--- src/calendar_clock_with_prescaler_defines.svh ---
// Assertion macros shared by the calendar clock RTL
`ifndef CALENDAR_CLOCK_WITH_PRESCALER_DEFINES_SVH
`define CALENDAR_CLOCK_WITH_PRESCALER_DEFINES_SVH

// Same-cycle implication, checked out of reset
`define CCP_ASSERT_IMP(lbl, clk, rst_n, ante, cons, msg) \
	lbl: assert property (@(posedge clk) disable iff (!rst_n) (ante) |-> (cons)) \
		else $error(msg);

// Next-cycle implication, checked out of reset
`define CCP_ASSERT_NXT(lbl, clk, rst_n, ante, cons, msg) \
	lbl: assert property (@(posedge clk) disable iff (!rst_n) (ante) |=> (cons)) \
		else $error(msg);

`endif

--- src/ccp_pkg.sv ---
// Types, constants and calendar helper functions for the calendar clock
package ccp_pkg;

	localparam int YEAR_BITS = 16;

	localparam logic [2:0] CFG_MINUTE_LENGTH = 3'd0;
	localparam logic [2:0] CFG_START_YEAR    = 3'd1;
	localparam logic [2:0] CFG_START_MONTH   = 3'd2;
	localparam logic [2:0] CFG_START_DAY     = 3'd3;
	localparam logic [2:0] CFG_START_HOUR    = 3'd4;
	localparam logic [2:0] CFG_START_MINUTE  = 3'd5;

	localparam logic CMD_TICK = 1'b0;
	localparam logic CMD_LOAD = 1'b1;

	localparam logic [31:0] MINUTE_LENGTH_RST = 32'd1000;
	localparam logic [15:0] START_YEAR_RST    = 16'd2000;
	localparam logic [3:0]  START_MONTH_RST   = 4'd1;
	localparam logic [4:0]  START_DAY_RST     = 5'd1;
	localparam logic [4:0]  START_HOUR_RST    = 5'd0;
	localparam logic [5:0]  START_MINUTE_RST  = 6'd0;

	typedef struct packed {
		logic        cmd;
		logic [15:0] elapsed;
	} in_t;

	typedef struct packed {
		logic [5:0]  minute;
		logic [4:0]  hour;
		logic [4:0]  day_of_month;
		logic [3:0]  month;
		logic [15:0] year;
		logic [8:0]  day_of_year;
		logic        time_updated;
		logic        hour_rolled;
		logic        day_rolled;
		logic        month_rolled;
		logic        year_rolled;
	} out_t;

	typedef struct packed {
		logic [31:0] minute_length;
		logic [15:0] start_year;
		logic [3:0]  start_month;
		logic [4:0]  start_day;
		logic [4:0]  start_hour;
		logic [5:0]  start_minute;
	} cfg_t;

	// Inverse of an odd number modulo 2^64 by Newton steps (bits double each step)
	function automatic logic [63:0] inv_mod2k(input logic [63:0] a);
		logic [63:0] x;
		x = a;
		for (int i = 0; i < 5; i++) begin
			x = x * (64'd2 - a * x);
		end
		return x;
	endfunction

	localparam logic [YEAR_BITS-1:0] YEAR_INV25 = YEAR_BITS'(inv_mod2k(64'd25));
	localparam logic [YEAR_BITS-1:0] YEAR_DIV25_MAX =
		YEAR_BITS'(((64'd1 << YEAR_BITS) - 64'd1) / 64'd25);

	// Leap rule 4/100/400; divisible by 400 is divisible by 16 and 25 together
	function automatic logic is_leap(input logic [YEAR_BITS-1:0] y);
		logic [YEAR_BITS-1:0] p;
		logic                 by25;
		p    = YEAR_BITS'(y * YEAR_INV25);
		by25 = (p <= YEAR_DIV25_MAX);
		return (y[1:0] == 2'b00) && (!by25 || (y[3:0] == 4'b0000));
	endfunction

	// Zero for an invalid month: the day then never rolls over
	function automatic logic [4:0] month_len(input logic [3:0] m, input logic leap);
		logic [4:0] len;
		case (m) inside
			4'd1, 4'd3, 4'd5, 4'd7, 4'd8, 4'd10, 4'd12: len = 5'd31;
			4'd4, 4'd6, 4'd9, 4'd11:                     len = 5'd30;
			4'd2:                                        len = leap ? 5'd29 : 5'd28;
			default:                                     len = 5'd0;
		endcase
		return len;
	endfunction

	function automatic logic [8:0] days_before(input logic [3:0] m);
		logic [8:0] d;
		case (m)
			4'd1:    d = 9'd0;
			4'd2:    d = 9'd31;
			4'd3:    d = 9'd59;
			4'd4:    d = 9'd90;
			4'd5:    d = 9'd120;
			4'd6:    d = 9'd151;
			4'd7:    d = 9'd181;
			4'd8:    d = 9'd212;
			4'd9:    d = 9'd243;
			4'd10:   d = 9'd273;
			4'd11:   d = 9'd304;
			4'd12:   d = 9'd334;
			default: d = 9'd0;
		endcase
		return d;
	endfunction

endpackage

--- src/ccp_cfg_regs.sv ---
// Configuration register file of the calendar clock
module ccp_cfg_regs (
	input  logic          clk,
	input  logic          arst_n,
	input  logic          cfg_we,
	input  logic [2:0]    cfg_index,
	input  logic [31:0]   cfg_wdata,
	output ccp_pkg::cfg_t cfg
);
	import ccp_pkg::*;

	cfg_t cfg_q;

	always_ff @(posedge clk or negedge arst_n) begin
		if (!arst_n) begin
			cfg_q.minute_length <= MINUTE_LENGTH_RST;
			cfg_q.start_year    <= START_YEAR_RST;
			cfg_q.start_month   <= START_MONTH_RST;
			cfg_q.start_day     <= START_DAY_RST;
			cfg_q.start_hour    <= START_HOUR_RST;
			cfg_q.start_minute  <= START_MINUTE_RST;
		end else if (cfg_we) begin
			unique case (cfg_index)
				CFG_MINUTE_LENGTH: cfg_q.minute_length <= cfg_wdata;
				CFG_START_YEAR:    cfg_q.start_year    <= cfg_wdata[15:0];
				CFG_START_MONTH:   cfg_q.start_month   <= cfg_wdata[3:0];
				CFG_START_DAY:     cfg_q.start_day     <= cfg_wdata[4:0];
				CFG_START_HOUR:    cfg_q.start_hour    <= cfg_wdata[4:0];
				CFG_START_MINUTE:  cfg_q.start_minute  <= cfg_wdata[5:0];
				default: ;
			endcase
		end
	end

	assign cfg = cfg_q;

endmodule

--- src/ccp_prescaler.sv ---
// Minute prescaler: residual counter with reload and floor
module ccp_prescaler (
	input  logic        clk,
	input  logic        arst_n,
	input  logic        en,
	input  logic [15:0] elapsed,
	input  logic [31:0] minute_length,
	output logic        adv
);
	import ccp_pkg::*;

	logic [32:0] residual_q;
	logic [33:0] res_x;
	logic [33:0] diff;
	logic [33:0] reload;
	logic [33:0] r;
	logic        floor_hit;
	logic [32:0] residual_d;

	// 34-bit two's complement holds the residual minus a full elapsed count
	assign res_x  = {residual_q[32], residual_q};
	assign diff   = res_x - {18'b0, elapsed};
	assign reload = res_x + {2'b0, minute_length} - {18'b0, elapsed};
	assign adv    = diff[33] || (diff == '0);
	assign r      = adv ? reload : diff;

	// Below -2^32: bit 33 set, bit 32 clear
	assign floor_hit  = r[33] && !r[32];
	assign residual_d = floor_hit ? {1'b1, 32'b0} : r[32:0];

	always_ff @(posedge clk or negedge arst_n) begin
		if (!arst_n) begin
			residual_q <= {1'b0, MINUTE_LENGTH_RST};
		end else if (en) begin
			residual_q <= residual_d;
		end
	end

endmodule

--- src/ccp_calendar.sv ---
// Calendar state: minute to year cascade and load from the start registers
module ccp_calendar (
	input  logic          clk,
	input  logic          arst_n,
	input  logic          en,
	input  logic          cmd,
	input  logic          adv,
	input  ccp_pkg::cfg_t cfg,
	output ccp_pkg::out_t res
);
	import ccp_pkg::*;

	logic [5:0]           minute_q, minute_d;
	logic [4:0]           hour_q, hour_d;
	logic [4:0]           day_q, day_d;
	logic [3:0]           month_q, month_d;
	logic [YEAR_BITS-1:0] year_q, year_d;
	logic [8:0]           doy_q, doy_d;

	logic                 upd, hr, dr, mr, yr;
	logic [YEAR_BITS-1:0] ld_year;
	logic                 ld_leap;
	logic                 cur_leap;
	logic [4:0]           cur_len;
	logic [5:0]           day_inc;

	assign ld_year  = YEAR_BITS'(cfg.start_year);
	assign ld_leap  = is_leap(ld_year);
	assign cur_leap = is_leap(year_q);
	assign cur_len  = month_len(month_q, cur_leap);
	assign day_inc  = {1'b0, day_q} + 6'd1;

	always_comb begin
		minute_d = minute_q;
		hour_d   = hour_q;
		day_d    = day_q;
		month_d  = month_q;
		year_d   = year_q;
		doy_d    = doy_q;
		upd      = 1'b0;
		hr       = 1'b0;
		dr       = 1'b0;
		mr       = 1'b0;
		yr       = 1'b0;
		if (cmd == CMD_LOAD) begin
			upd      = 1'b1;
			minute_d = cfg.start_minute;
			hour_d   = cfg.start_hour;
			day_d    = cfg.start_day;
			month_d  = cfg.start_month;
			year_d   = ld_year;
			if (cfg.start_month >= 4'd1 && cfg.start_month <= 4'd12) begin
				doy_d = days_before(cfg.start_month) + {4'b0, cfg.start_day}
					+ {8'b0, (cfg.start_month >= 4'd3) && ld_leap};
			end else begin
				doy_d = 9'd0;
			end
		end else if (adv) begin
			upd = 1'b1;
			if (minute_q >= 6'd59) begin
				minute_d = 6'd0;
				hr       = 1'b1;
			end else begin
				minute_d = minute_q + 6'd1;
			end
			if (hr) begin
				if (hour_q >= 5'd23) begin
					hour_d = 5'd0;
					dr     = 1'b1;
				end else begin
					hour_d = hour_q + 5'd1;
				end
			end
			if (dr) begin
				doy_d = doy_q + 9'd1;
				day_d = day_inc[4:0];
				// An invalid month has zero length and never rolls over
				if (cur_len != 5'd0 && day_inc > {1'b0, cur_len}) begin
					day_d = 5'd1;
					mr    = 1'b1;
					if (month_q >= 4'd12) begin
						month_d = 4'd1;
						yr      = 1'b1;
						year_d  = year_q + YEAR_BITS'(1);
						doy_d   = 9'd1;
					end else begin
						month_d = month_q + 4'd1;
					end
				end
			end
		end
	end

	always_comb begin
		res.minute       = minute_d;
		res.hour         = hour_d;
		res.day_of_month = day_d;
		res.month        = month_d;
		res.year         = 16'(year_d);
		res.day_of_year  = doy_d;
		res.time_updated = upd;
		res.hour_rolled  = hr;
		res.day_rolled   = dr;
		res.month_rolled = mr;
		res.year_rolled  = yr;
	end

	always_ff @(posedge clk or negedge arst_n) begin
		if (!arst_n) begin
			minute_q <= 6'd0;
			hour_q   <= 5'd0;
			day_q    <= 5'd1;
			month_q  <= 4'd1;
			year_q   <= YEAR_BITS'(START_YEAR_RST);
			doy_q    <= 9'd1;
		end else if (en) begin
			minute_q <= minute_d;
			hour_q   <= hour_d;
			day_q    <= day_d;
			month_q  <= month_d;
			year_q   <= year_d;
			doy_q    <= doy_d;
		end
	end

endmodule

--- src/calendar_clock_with_prescaler.sv ---
// Top level of the prescaled Gregorian calendar clock
//
//   port group  direction  handshake             beat contents
//   in_*        in         in_valid / in_stall   ccp_pkg::in_t  (cmd, elapsed)
//   out_*       out        out_valid / out_stall ccp_pkg::out_t (time, day of year, flags)
//   cfg_*       in         cfg_we                register index and 32-bit data
//
// One beat per cycle sustained while out_stall is low; a beat is registered in the input
// stage, then its result in the output register as the residual and calendar registers update.
// Reset is asynchronous: clock at year 2000, month 1, day 1, 00:00, residual 1000.
// A stalled result holds in the output register; the input stage takes one more
// beat and then raises in_stall until the output register frees.
`include "calendar_clock_with_prescaler_defines.svh"

module calendar_clock_with_prescaler (
	input  logic          clk,
	input  logic          arst_n,
	input  logic          in_valid,
	output logic          in_stall,
	input  ccp_pkg::in_t  in_data,
	output logic          out_valid,
	input  logic          out_stall,
	output ccp_pkg::out_t out_data,
	input  logic          cfg_we,
	input  logic [2:0]    cfg_index,
	input  logic [31:0]   cfg_wdata
);
	import ccp_pkg::*;

	cfg_t cfg;
	in_t  in_s1;
	logic valid_s1;
	out_t res_s2;
	logic valid_s2;
	out_t res;
	logic adv;
	logic s2_ready;
	logic fire_s1;
	logic in_fire;

	assign s2_ready = !valid_s2 || !out_stall;
	assign fire_s1  = valid_s1 && s2_ready;
	assign in_stall = valid_s1 && !s2_ready;
	assign in_fire  = in_valid && !in_stall;

	ccp_cfg_regs u_cfg (
		.clk       (clk),
		.arst_n    (arst_n),
		.cfg_we    (cfg_we),
		.cfg_index (cfg_index),
		.cfg_wdata (cfg_wdata),
		.cfg       (cfg)
	);

	ccp_prescaler u_presc (
		.clk           (clk),
		.arst_n        (arst_n),
		.en            (fire_s1 && (in_s1.cmd == CMD_TICK)),
		.elapsed       (in_s1.elapsed),
		.minute_length (cfg.minute_length),
		.adv           (adv)
	);

	ccp_calendar u_cal (
		.clk    (clk),
		.arst_n (arst_n),
		.en     (fire_s1),
		.cmd    (in_s1.cmd),
		.adv    (adv),
		.cfg    (cfg),
		.res    (res)
	);

	always_ff @(posedge clk or negedge arst_n) begin
		if (!arst_n) begin
			valid_s1 <= 1'b0;
		end else if (in_fire) begin
			valid_s1 <= 1'b1;
		end else if (fire_s1) begin
			valid_s1 <= 1'b0;
		end
	end

	always_ff @(posedge clk) begin
		if (in_fire) begin
			in_s1 <= in_data;
		end
	end

	// Drop the result once taken, load the next one as the state advances
	always_ff @(posedge clk or negedge arst_n) begin
		if (!arst_n) begin
			valid_s2 <= 1'b0;
		end else if (fire_s1) begin
			valid_s2 <= 1'b1;
		end else if (!out_stall) begin
			valid_s2 <= 1'b0;
		end
	end

	always_ff @(posedge clk) begin
		if (fire_s1) begin
			res_s2 <= res;
		end
	end

	assign out_valid = valid_s2;
	assign out_data  = res_s2;

	`CCP_ASSERT_IMP(a_hour_roll, clk, arst_n, valid_s2 && res_s2.hour_rolled, res_s2.minute == 6'd0 && res_s2.time_updated, "hour roll without minute wrap")
	`CCP_ASSERT_IMP(a_day_roll, clk, arst_n, valid_s2 && res_s2.day_rolled, res_s2.hour_rolled && res_s2.hour == 5'd0, "day roll without hour wrap")
	`CCP_ASSERT_IMP(a_month_roll, clk, arst_n, valid_s2 && res_s2.month_rolled, res_s2.day_rolled && res_s2.day_of_month == 5'd1, "month roll without day wrap")
	`CCP_ASSERT_IMP(a_year_roll, clk, arst_n, valid_s2 && res_s2.year_rolled, res_s2.month_rolled && res_s2.month == 4'd1 && res_s2.day_of_year == 9'd1, "year roll without new year")

endmodule
--- config.mk ---
export PLATFORM = sky130hd
export DESIGN_NAME = calendar_clock_with_prescaler
export DESIGN_NICKNAME = d
export VERILOG_FILES = /design/src/ccp_pkg.sv /design/src/ccp_cfg_regs.sv /design/src/ccp_prescaler.sv /design/src/ccp_calendar.sv /design/src/calendar_clock_with_prescaler.sv
export VERILOG_INCLUDE_DIRS = /design/src /design/src/src
export SDC_FILE = /design/constraint.sdc
export NUM_CORES = 1
export LEC_CHECK = 0
export ABC_AREA = 1
export BUFFER_PORTS_ARGS = -buffer_cell sky130_fd_sc_hd__buf_2
export CAP_MARGIN = 20
export CORE_ASPECT_RATIO = 2
export CORE_MARGIN = 10
export CORE_UTILIZATION = 45
export CTS_CLUSTER_DIAMETER = 30
export DETAILED_ROUTE_END_ITERATION = 10
export GPL_TIMING_DRIVEN = 0
export PLACE_DENSITY = 0.7
export SYNTH_ARGS = -nofsm -noshare
export SYNTH_HDL_FRONTEND = slang
export SYNTH_SLANG_ARGS = --single-unit
--- constraint.sdc ---
create_clock -name clk -period 7.7 [get_ports clk]
set_input_delay 2.31 -clock clk [delete_from_list [all_inputs] [get_ports clk]]
set_output_delay 2.31 -clock clk [all_outputs]
set_load 0.01 [all_outputs]
==> results of run 1 <==
-- path summary, 6_finish.rpt --
kind / startpoint / end / depth (start not counted)
max in group asynchronous: arst_n / u_cal.year_q[11]$_DFFE_PN0P_ / 2
worst min register to register: valid_s1$_DFFE_PN0P_ / out_valid$_DFFE_PN0P_ / 2
worst min-delay path: valid_s1$_DFFE_PN0P_ / out_valid$_DFFE_PN0P_ / 2
min in group asynchronous: arst_n / u_presc.residual_q[24]$_DFFE_PN0P_ / 1
worst max register to register: u_cal.year_q[2]$_DFFE_PN0P_ / out_data[27]$_DFFE_PP_ / 33
worst max-delay path: u_cal.year_q[2]$_DFFE_PN0P_ / out_data[27]$_DFFE_PP_ / 33
-- report_power, final --
group          switching, mW  leakage (nW)  internal [mW]
Combinational           4.70          8.54           2.62
Clock                  0.736         0.732           1.24
Sequential             0.365          2.43           1.55
Total                   5.80          11.7           5.41
-- state kept, by name, indices dropped and copies added, names as in the netlist --
register,flops
out_valid,1
u_cal.hour_q,5
u_presc.residual_q,33
u_cal.day_q,5
valid_s1,1
u_cal.month_q,4
u_cal.minute_q,6
u_cal.year_q,16
out_data,50
u_cfg.cfg,68
in_s1,17
u_cal.doy_q,9
-- layout make-up --
cell class                      count  share of cell area [%]
Tap cell                          545                   3.058
Multi-Input combinational cell   1964                   52.61
Clock buffer                       51                   5.341
Timing Repair Buffer              109                   2.592
Buffer                             80                   1.622
Clock inverter                     31                   1.476
Sequential cell                   215                   25.80
Inverter                          446                   7.507
-- worst register-to-register path: cells and delay by family (launching register included) --
| kind | cells | cell delay [ps] |
|---|---|---|
| adder cells (fa/ha/maj) | 7 | 2550 |
| buffers and inverters | 5 | 900 |
| flip-flops | 1 | 600 |
| AND/OR/NAND/NOR | 10 | 1270 |
| AO/OA/AOI/OAI | 5 | 540 |
| XOR/XNOR | 6 | 1060 |
-- routing by layer --
| metal | routed length, um | vias up | track usage [%] |
|---|---|---|---|
| met4 | 8808 | 0 | 27.78 |
| met3 | 3117 | 294 | 3.849 |
| met2 | 39980 | 637 | 53.59 |
| met1 | 22460 | 8760 | 22.44 |
| met5 | 0 | - | 0 |
| li1 | - | 8928 | - |
-- placed cells by master, fill, tap and decap left out, types with 64 or more instances in the layout --
| cell | instances |
|---|---|
| buf_2 | 117 |
| edfxtp_1 | 67 |
| dfrtp_1 | 118 |
| nand3_1 | 185 |
| o21ai_0 | 185 |
| nand2_1 | 789 |
| xor2_1 | 64 |
| nor2_1 | 171 |
| ha_1 | 215 |
| a21oi_1 | 96 |
| inv_1 | 427 |
-- cell families (layout without fill, tap and decap cells) --
kind of cell             count (synthesis)  count (layout)
AO/OA/AOI/OAI                          337             337
XOR/XNOR                                94              94
adder cells (fa/ha/maj)                270             270
buffers and inverters                  526             717
flip-flops                             215             215
multiplexers                             2               2
AND/OR/NAND/NOR                       1261            1261
==> out/metrics.csv, run 1 <==
stage,metric,value,unit
drt,drc,0,
synthesis,muxShareOfSynthArea,0.1026,%
setup_path,cp.required,7990,ps
synthesis,async_flop_share,68.84,%
synthesis,yosys-top-cells-area,"dfrtp_1 15%, nand2_1 15%, ha_1 14%",
synthesis,ys.warnings.count,0,
drt,viasPerCell,5.411,
timing,period_needed,7174,ps
timing,finalMaxSlewViolations,0,
clock_network,clockRootBuffer,clkbuf_16,
power_and_ir_drop,power_leakage,11.70,nW
clock_network,post_cts_buffers,0,
place,place_inst,3359,
finish,regArea,5753,um2
setup_path,critPathMaxStageDelay,600,ps
global_route,grt_overflow_total,0,
die,std_cell_rows,107,
timing,slew_headroom,28.36,%
clock_network,clock_latency,580,ps
place,port_buffers,108,
global_route,antenna_found_initial,0,
timing,setup_viol,0,
synthesis,synth_ff_type,dfrtp_1,
synthesis,synthSimpleGateAreaFrac,27.09,%
timing,worst_slack,525.7,ps
clock_network,cts_tree,yes,
timing,finalHoldViolCount,0,
die,start_util,45.69,%
synthesis,synth_top_family_by_area,simple AND/OR/NAND/NOR gates,
drt,dr.first_iter.drc_count,1105,
clock_network,cts_resized,0,
die,core,42710,um2
timing,finClkSkew,46.91,ps
synthesis,synth-xor-area-share,4.219,%
clock_network,cts_sinks,215,
finish,stdcell_count,3441,
setup_path,path_class,register to register,
setup_path,r2r_setup_slack,530,ps
timing,finalSetupTns,0,ps
drt,finalWirelength,74360,um
timing,fmax,139.4,MHz
die,die-area,52600,um2
setup_path,slowest_stage,dfrtp_1,
setup_path,cp-end-kind,register,
finish,multi_input_area,11730,um2
finish,fillers,4224,
finish,drive_gt1_share,9.910,%
synthesis,synth.top_cell.area_share,15.26,%
die,ios,109,
global_route,grt_pass1_wl,111000,um
die,die_x,167.3,um
finish,areaGrowthSynthToFinish,14.27,%
power_and_ir_drop,ir_drop,0.3485,mV
setup_path,setup.worst_path.start_class,register,
finish,final_util,52.22,%
run_status,run_status,"finished, final reports clean",
synthesis,synthDistinctLibCells,50,
synthesis,synth_seq_area_share,29.47,%
place,dpl_cell_area,20780,um2
global_route,grt_max_degree,97,
place,place.gp.congestion,1.037,
place,post-place-ws,545.9,ps
setup_path,path_max_fanout,10,
timing,rsz0062_at_grt,no,
power_and_ir_drop,finalPower,11.21,mW
setup_path,arrival,7460,ps
global_route,grt_pass1_vias,19280,
synthesis,synth-compound-area-share,9.271,%
synthesis,syn_area,19510,um2
synthesis,ys_seq_elements,215,
drt,dr.pass1.iters,7,
synthesis,synth_edf_count,67,
place,dp.final_hpwl,60420,um
drt,ant_nets,0,
timing,finalCritPeriodShare,93.17,%
global_route,grt_usage,27.65,%
setup_path,cp_num_buf_inv,5,
synthesis,synth_common_cells,"789 x nand2_1, 427 x inv_1, 215 x ha_1",
clock_network,path_clk_slew,50,ps
synthesis,synth_fa_ha_area_share,19.43,%
min_path,min_path_type,register to register,
synthesis,yosys.area.top_type,dfrtp_1,
clock_network,cts-buffers-inserted,44,
power_and_ir_drop,power.density,502.7,nW/um2
finish,antenna_cells,0,
setup_path,crit_top_cell,nand2_1,
clock_network,holdBufCountCts,0,
synthesis,netlist_instances,2705,
timing,tightest_slew,1073,ps
synthesis,syn_nets,3032,
finish,fin_area,22300,um2
finish,fin_nets,3187,
synthesis,avgSynthCellArea,7.214,um2
flow_run,drv_cap,0,
clock_network,clk_path_buf_depth,3,
synthesis,synth.most_common_cell,nand2_1,
setup_path,crit_family,adder cells,
timing,whs,470.6,ps
drt,num_vias,18620,
clock_network,htreeDepth,2,
die,die_h,314.5,um
drt,wire_per_inst,21.61,um
Note: power is estimated with default switching activity, not from simulation.
==> run 2, diff against run 1 <==
--- a/config.mk
+++ b/config.mk
@@ -15,7 +15,6 @@
 export CTS_CLUSTER_DIAMETER = 30
 export DETAILED_ROUTE_END_ITERATION = 10
 export GPL_TIMING_DRIVEN = 0
-export PLACE_DENSITY = 0.7
 export SYNTH_ARGS = -nofsm -noshare
 export SYNTH_HDL_FRONTEND = slang
 export SYNTH_SLANG_ARGS = --single-unit
==> constraint.sdc (replaced) <==
create_clock -name clk -period 7.7 [get_ports clk]
set_input_delay 2.31 -clock clk [delete_from_list [all_inputs] [get_ports clk]]
set_output_delay 2.31 -clock clk [all_outputs]
set_load 0.005 [all_outputs]
==> run 2 against run 1 <==
  * Die area is the same
  * Clock-buffer cell count is 5 lower
  * Clock power shrank 2%
  * Non-clock buffer count unchanged
  * Critical path depth up 1
  * Cell area down 0.24%
  * Combinational power shrank 0.8%
  * Critical path type unchanged
  * Core utilization is 0.12 points lower
  * Flip-flop and latch count is the same
  * Cell count barely moved
  * Power fell by 0.84%
  * Clock skew decreased by 15 ps
==> out/metrics.csv, run 2 (synthesis results as in run 1) <==
stage,metric,value,unit
run_status,run_status,"finished, final reports clean",
clock_network,clockRootBuffer,clkbuf_16,
finish,drive_gt1_share,10.02,%
min_path,min_path_type,register to register,
timing,finalCritPeriodShare,93.15,%
finish,final_cell_mix,"789 x nand2_1, 427 x inv_1, 215 x ha_1",
drt,dr.first_iter.drc_count,1014,
finish,antenna_cells,0,
setup_path,arrival,7470,ps
setup_path,slowest_stage,dfrtp_1,
setup_path,cp.required,7990,ps
clock_network,clock_latency,590,ps
global_route,grt_pass1_vias,19140,
global_route,grt_usage,28.36,%
setup_path,path_max_fanout,10,
setup_path,crit_start,u_cal.year_q[3]$_DFFE_PN0P_,
flow_run,drv_cap,0,
place,place.gp.congestion,1.034,
drt,ant_nets,0,
place,place_inst,3359,
clock_network,cts-buffers-inserted,43,
clock_network,path_clk_slew,50,ps
finish,largest_register,u_cfg.cfg,
clock_network,clk_path_buf_depth,3,
clock_network,cts_sinks,215,
min_path,min_path_cells,2,
timing,finalMaxSlewViolations,0,
die,std_cell_rows,107,
timing,setup_viol,0,
drt,wire_per_inst,21.95,um
global_route,grt_max_degree,94,
finish,multi_input_area,11730,um2
place,port_buffers,108,
die,die_h,314.5,um
setup_path,crit_top_cell,nand2_1,
timing,slew_headroom,25.24,%
power_and_ir_drop,power.density,499.6,nW/um2
setup_path,endpoint,out_data[26]$_DFFE_PP_,
drt,viasPerCell,5.360,
global_route,grt_pass1_wl,112500,um
setup_path,cp-end-kind,register,
die,core,42710,um2
finish,areaGrowthSynthToFinish,14.00,%
die,die_x,167.3,um
finish,mostFrequentLayoutCell,nand2_1,
timing,finalSetupTns,0,ps
finish,regArea,5752,um2
place,dp.final_hpwl,62170,um
finish,stdcell_count,3439,
drt,dr.pass1.iters,6,
power_and_ir_drop,ir_drop,0.3448,mV
timing,period_needed,7173,ps
setup_path,r2r_cells,34,
drt,drc,0,
place,post-place-ws,347.4,ps
timing,tightest_slew,1121,ps
finish,fillers,4374,
setup_path,r2r_setup_slack,530,ps
timing,finClkSkew,31.79,ps
setup_path,path_class,register to register,
global_route,grt_overflow_total,0,
drt,finalWirelength,75480,um
setup_path,setup.worst_path.start_class,register,
clock_network,cts_tree,yes,
power_and_ir_drop,power_leakage,11.70,nW
die,start_util,45.69,%
die,ios,109,
timing,finalHoldViolCount,0,
die,die-area,52600,um2
clock_network,htreeDepth,2,
setup_path,rr_endpoint,out_data[26]$_DFFE_PP_,
finish,final_util,52.09,%
timing,fmax,139.4,MHz
finish,fin_nets,3186,
timing,rsz0062_at_grt,no,
setup_path,critPathMaxStageDelay,570,ps
drt,num_vias,18430,
global_route,antenna_found_initial,0,
finish,largest_reg_flops,68,
setup_path,r2r-start,u_cal.year_q[3]$_DFFE_PN0P_,
power_and_ir_drop,finalPower,11.12,mW
timing,worst_slack,527.3,ps
run 2: cell count changes in the layout (fill, tap and decap cells not counted), sizes merged:
cell,change
inv,+3
clkbuf,-5
bufinv,-1
clkinvlp,-3
clkinv,+4
run 2: repair_timing:
| action | CTS | global route |
|---|---|---|
| endpoints found under the setup margin | 0 | 7 |
| buffers inserted | 0 | 0 |
| gates resized for setup | 0 | 4 |
| endpoints found under the hold margin | 0 | 0 |
| hold buffers | 0 | 0 |
run 2: layout make-up:
type	count	share of cell area [%]
clock buffer	46	4.977
multi-input combinational	1964	52.73
sequential	215	25.85
clock inverter	34	1.614
buffer	80	1.637
timing repair buffer	109	2.598
inverter	446	7.525
tap	545	3.065
run 2: critical path, delay by kind of cell (launching register included):
kind / cells / cell delay, ps
buffers and inverters: 5 / 860
XOR/XNOR: 6 / 1190
AND/OR/NAND/NOR: 11 / 1300
AO/OA/AOI/OAI: 5 / 490
adder cells (fa/ha/maj): 7 / 2500
flip-flops: 1 / 570
run 2: worst min-delay path by stage:
| stage | end | startpoint | slack, ps |
|---|---|---|---|
| after floorplan | out_valid$_DFFE_PN0P_ | valid_s1$_DFFE_PN0P_ | 430 |
| after global placement | out_valid$_DFFE_PN0P_ | valid_s1$_DFFE_PN0P_ | 450 |
| after detailed placement | out_valid$_DFFE_PN0P_ | valid_s1$_DFFE_PN0P_ | 470 |
| after CTS | u_presc.residual_q[6]$_DFFE_PN1P_ | u_presc.residual_q[6]$_DFFE_PN1P_ | 480 |
| after global routing | u_presc.residual_q[6]$_DFFE_PN1P_ | u_presc.residual_q[6]$_DFFE_PN1P_ | 490 |
| final | out_valid$_DFFE_PN0P_ | valid_s1$_DFFE_PN0P_ | 480 |
run 2: routing by layer:
metal  GRT usage (%)  up-vias  share of wire (%)
li1                -     8931                  -
met1           23.06     8611                 30
met2           55.08      592                 55
met3           3.537      300                3.7
met4           28.75        0                 12
met5               0        -                  0
run 2: stage by stage:
step	hold slack, ps	cell area (um2)
after global routing	494.6	22250
after CTS	483.7	22250
after floorplan	434.0	19520
final	479.6	22250
after detailed placement	471.8	20780
after global placement	448.6	20740
run 2: report_power, final:
group | switching (mW) | leakage, nW | total [mW] | internal [mW]
sequential | 0.381 | 2.43 | 1.93 | 1.55
combinational | 4.66 | 8.54 | 7.26 | 2.60
clock | 0.773 | 0.719 | 1.93 | 1.15
total | 5.81 | 11.7 | 11.1 | 5.30
==> run 3, diff against run 2 <==
--- a/config.mk
+++ b/config.mk
@@ -6,7 +6,6 @@
 export SDC_FILE = /design/constraint.sdc
 export NUM_CORES = 1
 export LEC_CHECK = 0
-export ABC_AREA = 1
 export BUFFER_PORTS_ARGS = -buffer_cell sky130_fd_sc_hd__buf_2
 export CAP_MARGIN = 20
 export CORE_ASPECT_RATIO = 2
@@ -17,4 +16,5 @@
 export GPL_TIMING_DRIVEN = 0
 export SYNTH_ARGS = -nofsm -noshare
 export SYNTH_HDL_FRONTEND = slang
+export SYNTH_HIERARCHICAL = 1
 export SYNTH_SLANG_ARGS = --single-unit
==> run 3 against run 2 <==
  * Flip-flop and latch count unchanged
  * Wire length decreased by 23%
  * Power decreased by 2.7%
  * Register-to-register slack got worse by 240 ps
  * Cell area decreased by 6.2%
  * Core utilization decreased by 0.18 points
  * Via count decreased by 19%
  * Sequential share of layout area increased by 1.7 points
  * Fmax decreased by 3.2%
  * Critical path type unchanged
  * Highest routed layer is now met5
==> out/metrics.csv, run 3 <==
stage,metric,value,unit
clock_network,cts_resized,0,
timing,fmax,135.0,MHz
global_route,antenna_found_initial,1,
power_and_ir_drop,sw_frac_of_total,46.76,%
power_and_ir_drop,p_comb_share,66.5,%
synthesis,yosys-top-cells-area,"dfrtp_1 16%, ha_1 15%, edfxtp_1 11%",
setup_path,slowest_stage,a2111oi_4,
synthesis,syn_nets,2202,
finish,largest_register,u_cfg/cfg,
timing,finClkSkew,20.37,ps
timing,period_needed,7410,ps
setup_path,critPathMaxStageDelay,800,ps
timing,finalHoldViolCount,0,
setup_path,rr_endpoint,out_data[21]$_DFFE_PP_,
power_and_ir_drop,power_leakage,9.622,nW
timing,finalSetupTns,0,ps
die,start_util,45.39,%
timing,rsz0062_at_grt,no,
setup_path,path_class,register to register,
die,ios,109,
die,std_cell_rows,104,
setup_path,crit_start,u_cal/year_q[5]$_DFFE_PN0P_,
synthesis,synth_edf_count,67,
synthesis,avgSynthCellArea,9.739,um2
setup_path,cp_num_buf_inv,2,
timing,setup_viol,0,
finish,drive_gt1_share,16.76,%
drt,num_vias,14920,
clock_network,htreeDepth,2,
finish,areaGrowthSynthToFinish,14.38,%
power_and_ir_drop,power.density,518.2,nW/um2
setup_path,r2r_cells,24,
global_route,grt_usage,22.98,%
synthesis,syn_area,18250,um2
power_and_ir_drop,seqPwrFrac,17.1,%
power_and_ir_drop,switchingPower,5.058,mW
power_and_ir_drop,finalPower,10.82,mW
place,port_buffers,108,
synthesis,async_flop_share,68.84,%
drt,dr.pass1.iters,5,
synthesis,synth_seq_area_share,31.52,%
die,die-area,49500,um2
global_route,grt_pass1_wl,87860,um
power_and_ir_drop,ir_drop,0.3437,mV
synthesis,synth.top_cell.area_share,16.32,%
setup_path,cp.depth,24,
global_route,grt_pass1_vias,16030,
clock_network,post_cts_buffers,0,
clock_network,cts_sinks,215,
die,die_h,304.8,um
min_path,min_path_type,register to register,
synthesis,synth_ff_type,dfrtp_1,
clock_network,holdBufCountCts,0,
timing,finalMaxSlewViolations,0,
drt,drc,0,
timing,finalCritPeriodShare,96.24,%
setup_path,cp-end-kind,register,
synthesis,ys_seq_elements,215,
finish,final_util,51.91,%
setup_path,crit_top_cell,ha_1,
synthesis,netlist_instances,1874,
timing,tightest_slew,1099,ps
finish,mostFrequentLayoutCell,inv_1,
finish,final_cell_mix,"268 x inv_1, 216 x ha_1, 119 x dfrtp_1",
die,die_x,162.4,um
place,dp.final_hpwl,46380,um
setup_path,r2r_setup_slack,290,ps
place,place.gp.congestion,0.9882,
drt,ant_nets,0,
setup_path,cp.required,7970,ps
clock_network,cts_tree,yes,
synthesis,synth_common_cells,"268 x inv_1, 216 x ha_1, 119 x dfrtp_1",
synthesis,yosys.area.top_type,dfrtp_1,
setup_path,r2r-start,u_cal/year_q[5]$_DFFE_PN0P_,
finish,antenna_cells,0,
finish,largest_reg_flops,68,
clock_network,clockRootBuffer,clkbuf_16,
power_and_ir_drop,p_int,5.760,mW
setup_path,path_max_fanout,11,
flow_run,drv_cap,0,
synthesis,synth.most_common_cell,inv_1,
timing,slew_headroom,26.70,%
drt,wire_per_inst,22.34,um
setup_path,arrival,7680,ps
clock_network,cts-buffers-inserted,40,
setup_path,endpoint,out_data[21]$_DFFE_PP_,
power_and_ir_drop,clkPwrFrac,16.4,%
clock_network,clock_latency,550,ps
global_route,grt_overflow_total,0,
setup_path,setup.worst_path.start_class,register,
setup_path,cp_cell_sequence,"ha_1, inv_1, fa_1, inv_1, ha_1, ha_1, fa_1, ha_1, ha_1, o21a_1, o31a_1, nor3_1, o21bai_1, a21oi_1, xnor2_1, a41oi_1, ha_1, and3_1, a31oi_1, o31ai_2, a2111oi_4, nand4_4, xnor2_1, o21ai_0",
global_route,grt_max_degree,102,
finish,fin_nets,2355,
clock_network,path_clk_slew,50,ps
clock_network,clk_path_buf_depth,3,
drt,finalWirelength,57830,um
drt,dr.first_iter.drc_count,674,
synthesis,ys.warnings.count,6,
run_status,run_status,"finished, final reports clean",
drt,viasPerCell,5.763,
setup_path,crit_family,adder cells,
synthesis,synthDistinctLibCells,99,
die,core,40210,um2
run 3: per-stage QoR:
| step | worst slack [ps] | std cells | cell area (um2) | hold WS (ps) |
|---|---|---|---|---|
| after floorplan | 1479 | 1874 | 18250 | 440.4 |
| after global placement | 297.0 | 2512 | 19450 | 450.1 |
| after detailed placement | 189.0 | 2515 | 19540 | 475.1 |
| after CTS | 151.8 | 2589 | 20870 | 486.2 |
| after global routing | 60.48 | 2589 | 20870 | 511.3 |
| final | 289.9 | 2589 | 20870 | 482.5 |
run 3: worst reg2reg max path, stage by stage, from the launching register on:
cell and delay [ps]:
dfrtp_1 650, ha_1 230, inv_1 50, fa_1 470
inv_1 40, ha_1 290, ha_1 320, fa_1 480
ha_1 310, ha_1 340, o21a_1 120, o31a_1 130
nor3_1 220, o21bai_1 110, a21oi_1 180, xnor2_1 80
a41oi_1 590, ha_1 360, and3_1 180, a31oi_1 240
o31ai_2 190, a2111oi_4 800, nand4_4 180, xnor2_1 170
o21ai_0 410
run 3: cell type report:
cell class | instances | area (um2)
fillers | 3758 | 19330
flip-flops and latches | 215 | 5752
inverters | 269 | 1010
clock buffers | 49 | 1076
multi-input cells | 1322 | 11150
plain buffers | 68 | 344.1
well taps | 530 | 663.1
clock inverters | 25 | 259.0
repair buffers | 111 | 618.1
run 3: how the worst min path moves through the flow:
stage / startpoint / endpoint / cells past startpoint
finish: u_cfg/cfg[61]$_DFFE_PN0P_ / u_cfg/cfg[61]$_DFFE_PN0P_ / 1
global route: u_cfg/cfg[60]$_DFFE_PN0P_ / u_cfg/cfg[60]$_DFFE_PN0P_ / 1
CTS: u_cfg/cfg[61]$_DFFE_PN0P_ / u_cfg/cfg[61]$_DFFE_PN0P_ / 1
detailed placement: u_cfg/cfg[61]$_DFFE_PN0P_ / u_cfg/cfg[61]$_DFFE_PN0P_ / 1
global placement: valid_s1$_DFFE_PN0P_ / out_valid$_DFFE_PN0P_ / 2
floorplan: valid_s1$_DFFE_PN0P_ / out_valid$_DFFE_PN0P_ / 2
run 3: routing by layer:
layer | share of wire, % | global-route usage, %
met4 | 8.4 | 17.97
met3 | 4.2 | 3.106
met1 | 31 | 19.59
met5 | 0.024 | 0
met2 | 57 | 45.31
run 3: power groups by stage:
stage / sequential, mW / clock (mW) / combinational (mW)
2_1_floorplan: 1.76 / 0 / 5.42
5_1_grt: 1.89 / 1.85 / 8.06
3_3_place_gp: 1.86 / 0 / 6.96
4_1_cts: 1.84 / 1.81 / 7.19
3_5_place_dp: 1.86 / 0 / 7.12
6_report: 1.85 / 1.77 / 7.20
run 3: kinds of logic after synthesis:
group,share of synthesized area (%)
xor gates and xnor gates,5.903
muxes,6.568
adders and majority gates,20.84
and+or+nand+nor,10.65
DFF,31.52
buffers and inverters,7.418
AOI/OAI and AO/OA,17.11
